$ cat src/rtl/core/dbq_pkg.sv
// Shared operation codes and control types for the bounded deque block.
package dbq_pkg;

  // Operation codes carried on the operation port.
  localparam logic [2:0] OP_APPEND_BACK = 3'd0;
  localparam logic [2:0] OP_PUSH_FRONT  = 3'd1;
  localparam logic [2:0] OP_DROP_BACK   = 3'd2;
  localparam logic [2:0] OP_DROP_FRONT  = 3'd3;
  localparam logic [2:0] OP_SEARCH      = 3'd4;

  // Width of a stored value.
  localparam int unsigned DATA_W = 32;

  // Search launch from the controller to the store.
  typedef struct packed {
    logic              launch;
    logic [DATA_W-1:0] key;
  } search_req_t;

  // Search completion from the store back to the controller.
  typedef struct packed {
    logic finished;
    logic found;
  } search_rsp_t;

endpackage

$ cat src/rtl/core/bounded_deque_with_search_unit.sv
// Insert and removal results are registered at the accepting edge.
// Throughput: inserts and removals are taken every cycle unless a search holds busy;
// busy stays low for them. A search of a non-empty deque holds busy while the walker reads
// entries from the front, until a hit or until every live entry misses; its result beat
// is registered as busy drops. Empty-deque searches skip the walker; results cannot be stalled.
// Reset clears the front pointer and entry count; memory contents stay as they were.
module bounded_deque_with_search_unit #(
  parameter int unsigned CAPACITY = 16
) (
  input  logic                                clk,
  input  logic                                rst,
  input  logic                                start,
  output logic                                busy,
  input  logic [2:0]                          operation,
  input  logic signed [dbq_pkg::DATA_W-1:0]   value,
  output logic                                done,
  output logic                                success,
  output logic [$clog2(CAPACITY+1)-1:0]       entry_count
);

  localparam int unsigned IDX_W = (CAPACITY > 1) ? $clog2(CAPACITY) : 1;
  localparam int unsigned CNT_W = $clog2(CAPACITY + 1);

  logic [IDX_W-1:0]     front;
  logic [CNT_W-1:0]     count;
  logic [IDX_W-1:0]     front_next;
  logic [CNT_W-1:0]     count_next;
  logic                 ok_next;
  logic                 accept;
  logic                 full;
  logic                 empty;
  logic [IDX_W:0]       back_sum;
  logic [IDX_W-1:0]     back_pos;
  logic                 wr_en;
  logic [IDX_W-1:0]     wr_addr;
  dbq_pkg::search_req_t req;
  dbq_pkg::search_rsp_t rsp;

  assign accept = start && !busy;
  assign full   = (count == CNT_W'(CAPACITY));
  assign empty  = (count == '0);

  // Ring position just past the back entry.
  assign back_sum = {1'b0, front} + (IDX_W + 1)'(count);
  assign back_pos = (back_sum >= (IDX_W + 1)'(CAPACITY)) ?
                    IDX_W'(back_sum - (IDX_W + 1)'(CAPACITY)) : IDX_W'(back_sum);

  // Decode the command into pointer updates and a memory write.
  always_comb begin
    front_next = front;
    count_next = count;
    ok_next    = 1'b0;
    wr_en      = 1'b0;
    wr_addr    = back_pos;
    unique case (operation)
      dbq_pkg::OP_APPEND_BACK: begin
        if (!full) begin
          wr_en      = accept;
          count_next = count + CNT_W'(1);
          ok_next    = 1'b1;
        end
      end
      dbq_pkg::OP_PUSH_FRONT: begin
        if (!full) begin
          front_next = (front == '0) ? IDX_W'(CAPACITY - 1) : front - IDX_W'(1);
          wr_en      = accept;
          wr_addr    = front_next;
          count_next = count + CNT_W'(1);
          ok_next    = 1'b1;
        end
      end
      dbq_pkg::OP_DROP_BACK: begin
        if (!empty) begin
          count_next = count - CNT_W'(1);
          ok_next    = 1'b1;
        end
      end
      dbq_pkg::OP_DROP_FRONT: begin
        if (!empty) begin
          front_next = (front == IDX_W'(CAPACITY - 1)) ? '0 : front + IDX_W'(1);
          count_next = count - CNT_W'(1);
          ok_next    = 1'b1;
        end
      end
      default: begin
      end
    endcase
  end

  // A search of a non-empty deque goes to the store walker.
  assign req.launch = accept && (operation == dbq_pkg::OP_SEARCH) && !empty;
  assign req.key    = value;

  dbq_store #(
    .CAPACITY (CAPACITY),
    .IDX_W    (IDX_W),
    .CNT_W    (CNT_W)
  ) u_store (
    .clk       (clk),
    .rst       (rst),
    .wr_en     (wr_en),
    .wr_addr   (wr_addr),
    .wr_data   (value),
    .req       (req),
    .req_front (front),
    .req_count (count),
    .rsp       (rsp)
  );

  // Pointer state and busy flag.
  always_ff @(posedge clk) begin
    if (rst) begin
      front <= '0;
      count <= '0;
      busy  <= 1'b0;
    end else begin
      if (accept) begin
        front <= front_next;
        count <= count_next;
      end
      if (req.launch) begin
        busy <= 1'b1;
      end else if (rsp.finished) begin
        busy <= 1'b0;
      end
    end
  end

  // Result beat: registered from an accepted immediate command, or when the walker finishes.
  always_ff @(posedge clk) begin
    if (rst) begin
      done <= 1'b0;
    end else begin
      done <= (accept && !req.launch) || rsp.finished;
    end
  end

  always_ff @(posedge clk) begin
    if (rsp.finished) begin
      success     <= rsp.found;
      entry_count <= count;
    end else begin
      success     <= ok_next;
      entry_count <= count_next;
    end
  end

endmodule

$ cat src/rtl/core/dbq_store.sv
// Ring store memory with its write port and the sequential search walker.
module dbq_store #(
  parameter int unsigned CAPACITY = 16,
  parameter int unsigned IDX_W    = 4,
  parameter int unsigned CNT_W    = 5
) (
  input  logic                        clk,
  input  logic                        rst,
  input  logic                        wr_en,
  input  logic [IDX_W-1:0]            wr_addr,
  input  logic [dbq_pkg::DATA_W-1:0]  wr_data,
  input  dbq_pkg::search_req_t        req,
  input  logic [IDX_W-1:0]            req_front,
  input  logic [CNT_W-1:0]            req_count,
  output dbq_pkg::search_rsp_t        rsp
);

  // Entry storage: one write port, one registered read port.
  logic [dbq_pkg::DATA_W-1:0] mem [CAPACITY];
  logic [dbq_pkg::DATA_W-1:0] rd_data;

  // Walker state.
  logic                       active;
  logic [IDX_W-1:0]           rd_addr;
  logic [CNT_W-1:0]           left;
  logic                       rd_vld;
  logic [dbq_pkg::DATA_W-1:0] key;
  logic                       issue;
  logic                       hit;
  logic                       miss;

  assign issue = active && (left != '0);
  assign hit   = active && rd_vld && (rd_data == key);
  assign miss  = active && !rd_vld && (left == '0);

  // Memory write and read, both clocked.
  always_ff @(posedge clk) begin
    if (wr_en) begin
      mem[wr_addr] <= wr_data;
    end
    if (issue) begin
      rd_data <= mem[rd_addr];
    end
  end

  // Walk the live entries from the front, one read per cycle.
  always_ff @(posedge clk) begin
    if (rst) begin
      active <= 1'b0;
      rd_vld <= 1'b0;
      left   <= '0;
      rd_addr <= '0;
    end else if (req.launch) begin
      active  <= 1'b1;
      rd_vld  <= 1'b0;
      left    <= req_count;
      rd_addr <= req_front;
      key     <= req.key;
    end else if (hit || miss) begin
      active <= 1'b0;
      rd_vld <= 1'b0;
    end else if (active) begin
      rd_vld <= issue;
      if (issue) begin
        left    <= left - CNT_W'(1);
        rd_addr <= (rd_addr == IDX_W'(CAPACITY - 1)) ? '0 : rd_addr + IDX_W'(1);
      end
    end
  end

  // Completion beat back to the controller.
  assign rsp.finished = hit || miss;
  assign rsp.found    = hit;

endmodule

$ cat config.mk
export PLATFORM = sky130hd
export DESIGN_NAME = bounded_deque_with_search_unit
export DESIGN_NICKNAME = d
export VERILOG_FILES = /design/src/rtl/core/dbq_pkg.sv /design/src/rtl/core/bounded_deque_with_search_unit.sv /design/src/rtl/core/dbq_store.sv
export SDC_FILE = /design/constraint.sdc
export NUM_CORES = 1
export LEC_CHECK = 0
export BUFFER_PORTS_ARGS = -buffer_cell sky130_fd_sc_hd__buf_2
export CORE_UTILIZATION = 67
export DETAILED_ROUTE_END_ITERATION = 12
export GPL_TIMING_DRIVEN = 0
export PLACE_DENSITY_LB_ADDON = 0.25
export SLEW_MARGIN = 10
export SYNTH_ARGS = -nofsm -noshare
export SYNTH_HDL_FRONTEND = slang
export SYNTH_SLANG_ARGS = --single-unit
$ cat constraint.sdc
create_clock -name clk -period 6.8 [get_ports clk]
set_input_delay 1.02 -clock clk [delete_from_list [all_inputs] [get_ports clk]]
set_output_delay 1.02 -clock clk [all_outputs]
set_load 0.02 [all_outputs]
## Word level (Yosys, flattened, before mapping)

Memories as Yosys holds them, arrays and structs flattened. A register that Yosys moved wholly into a read port is not among the register bits.
Index checks and enable logic that the tools add are counted.
Widths: inputs -> output; s select.

| word-level totals | value |
|---|---|
| bits in registers | 59 |
| bits in writable memories | 512 |
| input bits | 38 |
| output and inout bits | 8 |
| logic and storage cells | 93 |
| memories | 1 |

| operators by class | value |
|---|---|
| add/subtract/negate cells | 8 |
| magnitude comparators | 1 |
| eq/ne operators | 11 |
| mux-type cells | 31 |
| bitwise operators | 1 |
| reduce and logical (&&, ||, !) cells | 30 |

Memory list:

| memory | depth | bits a word | read ports | clocked after memory_dff | write ports | RTL line | text |
|---|---|---|---|---|---|---|---|
| u_store.mem | 16 | 32 | 1 | 1 | 1 | dbq_store.sv:19 | `logic [dbq_pkg::DATA_W-1:0] mem [CAPACITY];` |

Operator list:

| kind | number |
|---|---|
| $mux 4 | 12 |
| $mux 5 | 7 |
| $eq 32x32->1 | 1 |
| $logic_not 5->1 | 2 |
| $pmux 5 s2 | 1 |
| $sub 5x1->5 const B | 2 |
| $logic_and 1x1->1 | 9 |
| $mux 1 | 9 |
| $add 4x1->4 const B | 2 |
| $eq 4x4->1 const B | 2 |
| $pmux 4 s2 | 1 |
| $reduce_bool 2->1 | 4 |
| $sub 4x1->4 const B | 2 |
| $eq 3x2->1 const B | 2 |
| $ne 2x2->1 const B | 3 |
| $add 4x5->5 | 1 |
| $add 5x1->5 const B | 1 |
| $eq 5x5->1 const B | 1 |
| $ge 5x5->1 const B | 1 |
| $reduce_bool 5->1 | 1 |
| $logic_not 1->1 | 4 |
| $logic_not 4->1 | 1 |
| $reduce_and 4->1 | 1 |
| $reduce_or 2->1 | 2 |
| other kinds (9) | 10 |

## Longest topological paths before layout

| depth | value |
|---|---|
| depth in word-level cells | 7 |
| gate-level depth with buffers | 8 |
| mapped depth without buffers | 8 |

## Cells and area by module

A second synthesis with hierarchy kept.

| second synthesis, totals | value |
|---|---|
| cells, all modules | 1087 |
| area total of the unflattened synthesis | 23512.6 um^2 |

Modules (own cells, without submodules):

| module | times used | cells each | area each (um^2) | seq. area each (um^2) |
|---|---|---|---|---|
| dbq_store | 1 | 942 | 22287.6 | 17516.8 |
| bounded_deque_with_search_unit | 1 | 145 | 1224.9 | 340.3 |

## Least setup slack after synthesis

Ideal clock, no wire load.

| timing | value |
|---|---|
| kind | input to register |
| from | in operation[2] |
| to | mem u_store.mem[2][0] (netlist bit) (enable) |
| library setup time | 0.421 ns |
| arrival time | 3.389 ns |
| required time | 6.379 ns |
| setup slack | 2.990 ns |
| stages | 6 |
| buffers on the path | 0 |
| cells stage by stage | nor2_1 a21boi_1 nand2_2 mux2i_1 nand4_1 nor2_1 |

| between the ends | value |
|---|---|
| cells in the longest elaborated chain, start to end | 5 |
| elaborated cells between the ends (all ways) | 7 |
| those cells by class | eq/ne (1); mux (4); reduce/logical (2) |

Ends and longest elaborated chain:

| item | RTL line | text |
|---|---|---|
| start: declaration | bounded_deque_with_search_unit.sv:14 | `input logic [2:0] operation,` |
| $eq 3x1->1 / $logic_not 3->1 (equally long branches) | bounded_deque_with_search_unit.sv:55 | `unique case (operation)` |
| $reduce_or 2->1 (no source line) | - |  |
| $mux 1 | - |  |
| $mux 1 | dbq_store.sv:38 | `if (wr_en) begin` |
| $mux 1 (not written as such) | dbq_store.sv:39 | `mem[wr_addr] <= wr_data;` |
| end: declaration | dbq_store.sv:19 |  |

Several ways; a longest one is shown, not always the timed one.

## Worst setup path after layout

| timing | value |
|---|---|
| from | reg count[1] |
| to | mem u_store.mem[14][11] (netlist bit) (enable) |

| between the ends | value |
|---|---|
| cells in the longest elaborated chain, start to end | 5 |
| elaborated cells between the ends (all ways) | 11 |
| those cells by class | add/sub (2); order compare (1); eq/ne (1); mux (7) |

Ends and longest elaborated chain:

| item | RTL line | text |
|---|---|---|
| start: declaration | bounded_deque_with_search_unit.sv:25 | `logic [CNT_W-1:0] count;` |
| start signal: assignment | bounded_deque_with_search_unit.sv:119 | `count <= count_next;` |
| $add 4x5->5 / $eq 5x5->1 (equally long branches) | bounded_deque_with_search_unit.sv:44, bounded_deque_with_search_unit.sv:40 |  |
| $sub 4x1->4, or another cell as far along | bounded_deque_with_search_unit.sv:46 | `IDX_W'(back_sum - (IDX_W + 1)'(CAPACITY)) : IDX_W'(back_sum);` |
| $mux 4 / $mux 1 (equally long branches) | - |  |
| $mux 4 / $mux 1 (equally long branches) | bounded_deque_with_search_unit.sv:64, dbq_store.sv:38 |  |
| $mux 4 / $mux 1 (equally long branches) | bounded_deque_with_search_unit.sv:55, dbq_store.sv:39 |  |

Several ways; a longest one is shown, not always the timed one.

==> run metrics <==
outcome completed; WP data arrival 4.44 ns; CP Class flip-flop to flip-flop; post-synthesis async set-or-reset flop share 0; Area after DPL 0.0248 sq mm; synth warn 0; area grow syn2layout 13.2%; final setup fails 0; FF-to-FF setup slack 2.63 ns; nets 1258; Final Non-Filler Cells 1709; DP HPWL 32100 um; boundary pin count 46; via count 12100; Total Wirelength 55300 um; sequential area share after synthesis 0.759; CTS tree done; routability cong. 0.858; vias in the first global route 12400; Core ar. 0.0345 sq mm; row count 68; CTS clock-pin slew for the worst setup and hold paths 0.07 ns; PortBufs 44; CTS Buf Count 56; largest net degree at the start of global routing 36; mapped cell area 0.0235 sq mm; Post-synth EDFFs 576; Worst Setup Start Kind flip-flop; Max VDD drop 0.297 mV; GRT Total Usage 0.320; Slew Limit Headroom 0.210; DRT Pass-1 Iters 6; leading area contributor after synthesis edfxtp_1; final hold vios 0; fmax 0.240 GHz; ant diodes 0; Setup crit start count[1]$_SDFFE_PP0P_; CTS Hold Bufs 0; setup_tns 0 ns; root buf cell clkbuf_16; DRC Markers 0; CP required 7.07 ns; max-slew violation count 0; DIE AREA 0.0358 sq mm; unrepaired setup endpoints after global routing false; fillcell total 1743; ratio of final minimum period to clock period 0.613; drt wl/cell 32.4 um; clock sink total 603; top area cells in the synthesized netlist edfxtp_1 74%, mux4_2 15%, dfxtp_1 2.3%, xnor2_1 1.3%, nor2_1 0.62%; Hold WC Path Type flip-flop to flip-flop; reg2reg path depth 9; antenna violations before repair 0; hold path cells 2; vias per cell 7.07; Die Y 189 um; hold slack final 0.575 ns; clk_lat worst skew 0.59 ns; mean post-synth cell area 21.6 sq um; first-pass GRT wire length 80400 um; prevailing post-synth register cell edfxtp_1; RR Endpoint u_store.mem[14][11]$_DFFE_PP_; DRT iter0 DRCs 1436; CTS H-tree depth 2; antenna-violating nets left 0; Pleak 8.15 nW; PwrDens 278 mW/mm^2; Distinct cells, synth 59; Die X 189 um; layout cells sized above 1 0.274; Syn Nets 1138; Syn Inst Count 1089; Hold Path End u_store.left[1]$_SDFFE_PP0P_; max-cap violation count 0; Initial Utilization 0.680; FF-to-FF Start count[1]$_SDFFE_PP0P_; nature of the critical path endpoint flip-flop; Final Cell Area 0.0266 sq mm; register bit total from synthesis 603; post-CTS resize count 0; CP Max Fanout 17; Clock Skew 0.0173 ns; setup repair bufs after CTS 0; Tmin final 4.17 ns; Least-Margin Pin Slew 1.19 ns; placed insts 1606; worst hold start u_store.left[1]$_SDFFE_PP0P_; Max clock buf depth 3; gr ovfl total 0; Synth top area share 0.736
[cell usage after synthesis (2+ instances only)]
cell and instances:
edfxtp_1 576, mux4_2 160, nor2_1 39, xnor2_1 36, dfxtp_1 27, clkbuf_1 23
nand2_1 21, a21oi_1 15, inv_1 14, nand4_1 14, nand3_1 13, buf_1 12
buf_2 12, o21ai_0 11, ha_1 10, mux2i_1 9, nand2b_1 7, nor2b_1 7
nor3_1 7, nor3b_1 7, a31oi_1 5, mux2_2 5, nor4_1 4, o211ai_1 4
or3_1 4, xor2_1 4, a311oi_1 3, a21o_1 2, a32oi_1 2, and3_1 2
buf_6 2, nand2_2 2, nor4b_2 2, o21ai_1 2, o311ai_0 2
[how the worst max path moves through the flow]
stage | to | slack (ns) | depth (start not counted)
2_1_floorplan | u_store.mem[2][0]$_DFFE_PP_ | 2.99 | 6
3_3_place_gp | u_store.mem[10][14]$_DFFE_PP_ | 0.96 | 7
3_5_place_dp | u_store.mem[14][11]$_DFFE_PP_ | 2.71 | 8
4_1_cts | u_store.mem[14][11]$_DFFE_PP_ | 2.78 | 9
5_1_grt | u_store.mem[14][11]$_DFFE_PP_ | 2.34 | 9
6_report | u_store.mem[14][11]$_DFFE_PP_ | 2.63 | 9
[registers in the layout, indices dropped and copies added, names as in the netlist]
signal / cells
u_store.left: 5
u_store.key: 32
front: 4
done: 1
success: 1
u_store.active: 1
count: 5
u_store.rd_data: 32
u_store.mem: 512
entry_count: 5
u_store.rd_vld: 1
u_store.rd_addr: 4
[stage by stage]
step	total power, mW	utilization	setup slack (ns)
global placement	4.39	0.703	0.961
detailed placement	4.42	0.719	2.71
finish	7.39	0.770	2.63
CTS	7.40	0.770	2.78
floorplan	4.30	-	2.99
global route	7.55	0.770	2.34
[kinds of logic (layout without fill, tap and decap cells)]
group | Yosys count | in the layout | share of synthesized area
buffers and inverters | 66 | 231 | 0.0127
AO/OA/AOI/OAI | 60 | 60 | 0.0173
AND/OR/NAND/NOR | 135 | 135 | 0.0303
adder cells (fa/ha/maj) | 11 | 11 | 0.00618
XOR/XNOR | 40 | 40 | 0.0149
flip-flops | 603 | 603 | 0.759
multiplexers | 174 | 174 | 0.160
[area by class of cell]
type,count,area (sq um),share of cell area
multi-input cells,420,5490,0.206
flip-flops and latches,603,17800,0.670
repair buffers,62,648,0.0244
well taps,455,569,0.0214
inverters,15,57.6,0.00216
clock inverters,30,258,0.00969
plain buffers,51,241,0.00907
clock buffers,73,1510,0.0567
[routing by layer]
layer  routed length, um  GRT usage  part of all wire  vias to the layer above
met1               19800      0.434              0.36                     6220
met2               27900      0.530              0.50                      895
li1                    -          -                 -                     4814
met3                5510     0.0525              0.10                      157
met5                   0          0                 0                        -
met4                2080      0.130             0.038                        0
[power by group]
part / internal [mW] / switching (mW) / total (mW)
combinational: 0.0794 / 0.155 / 0.235
clock: 1.71 / 1.33 / 3.04
sequential: 4.10 / 0.0129 / 4.11
total: 5.89 / 1.50 / 7.39
[placed cells by master, fill, tap and decap left out, types with 5 or more instances in the layout]
cell type,instances
a21oi_1,15
a31oi_1,5
buf_1,12
buf_12,10
buf_16,9
buf_2,56
clkbuf_1,38
clkbuf_16,58
clkinv_1,13
clkinv_2,9
dfxtp_1,27
edfxtp_1,576
ha_1,10
inv_1,14
mux2_2,5
mux2i_1,9
mux4_2,160
nand2_1,21
nand2b_1,7
nand3_1,13
nand4_1,14
nor2_1,22
nor2_4,17
nor2b_1,7
nor3_1,7
nor3b_1,7
o21ai_0,11
xnor2_1,36
[critical path: stages, from the launching register on]
cell      delay (ns)
dfxtp_1         0.42
inv_1           0.21
ha_1            0.23
nor3b_1         0.51
a21boi_1        0.30
nand2_2         0.23
mux2i_1         0.36
nand4_1         0.49
nor2_4          0.82
buf_16          0.26
(Power assumes the default switching activity.)
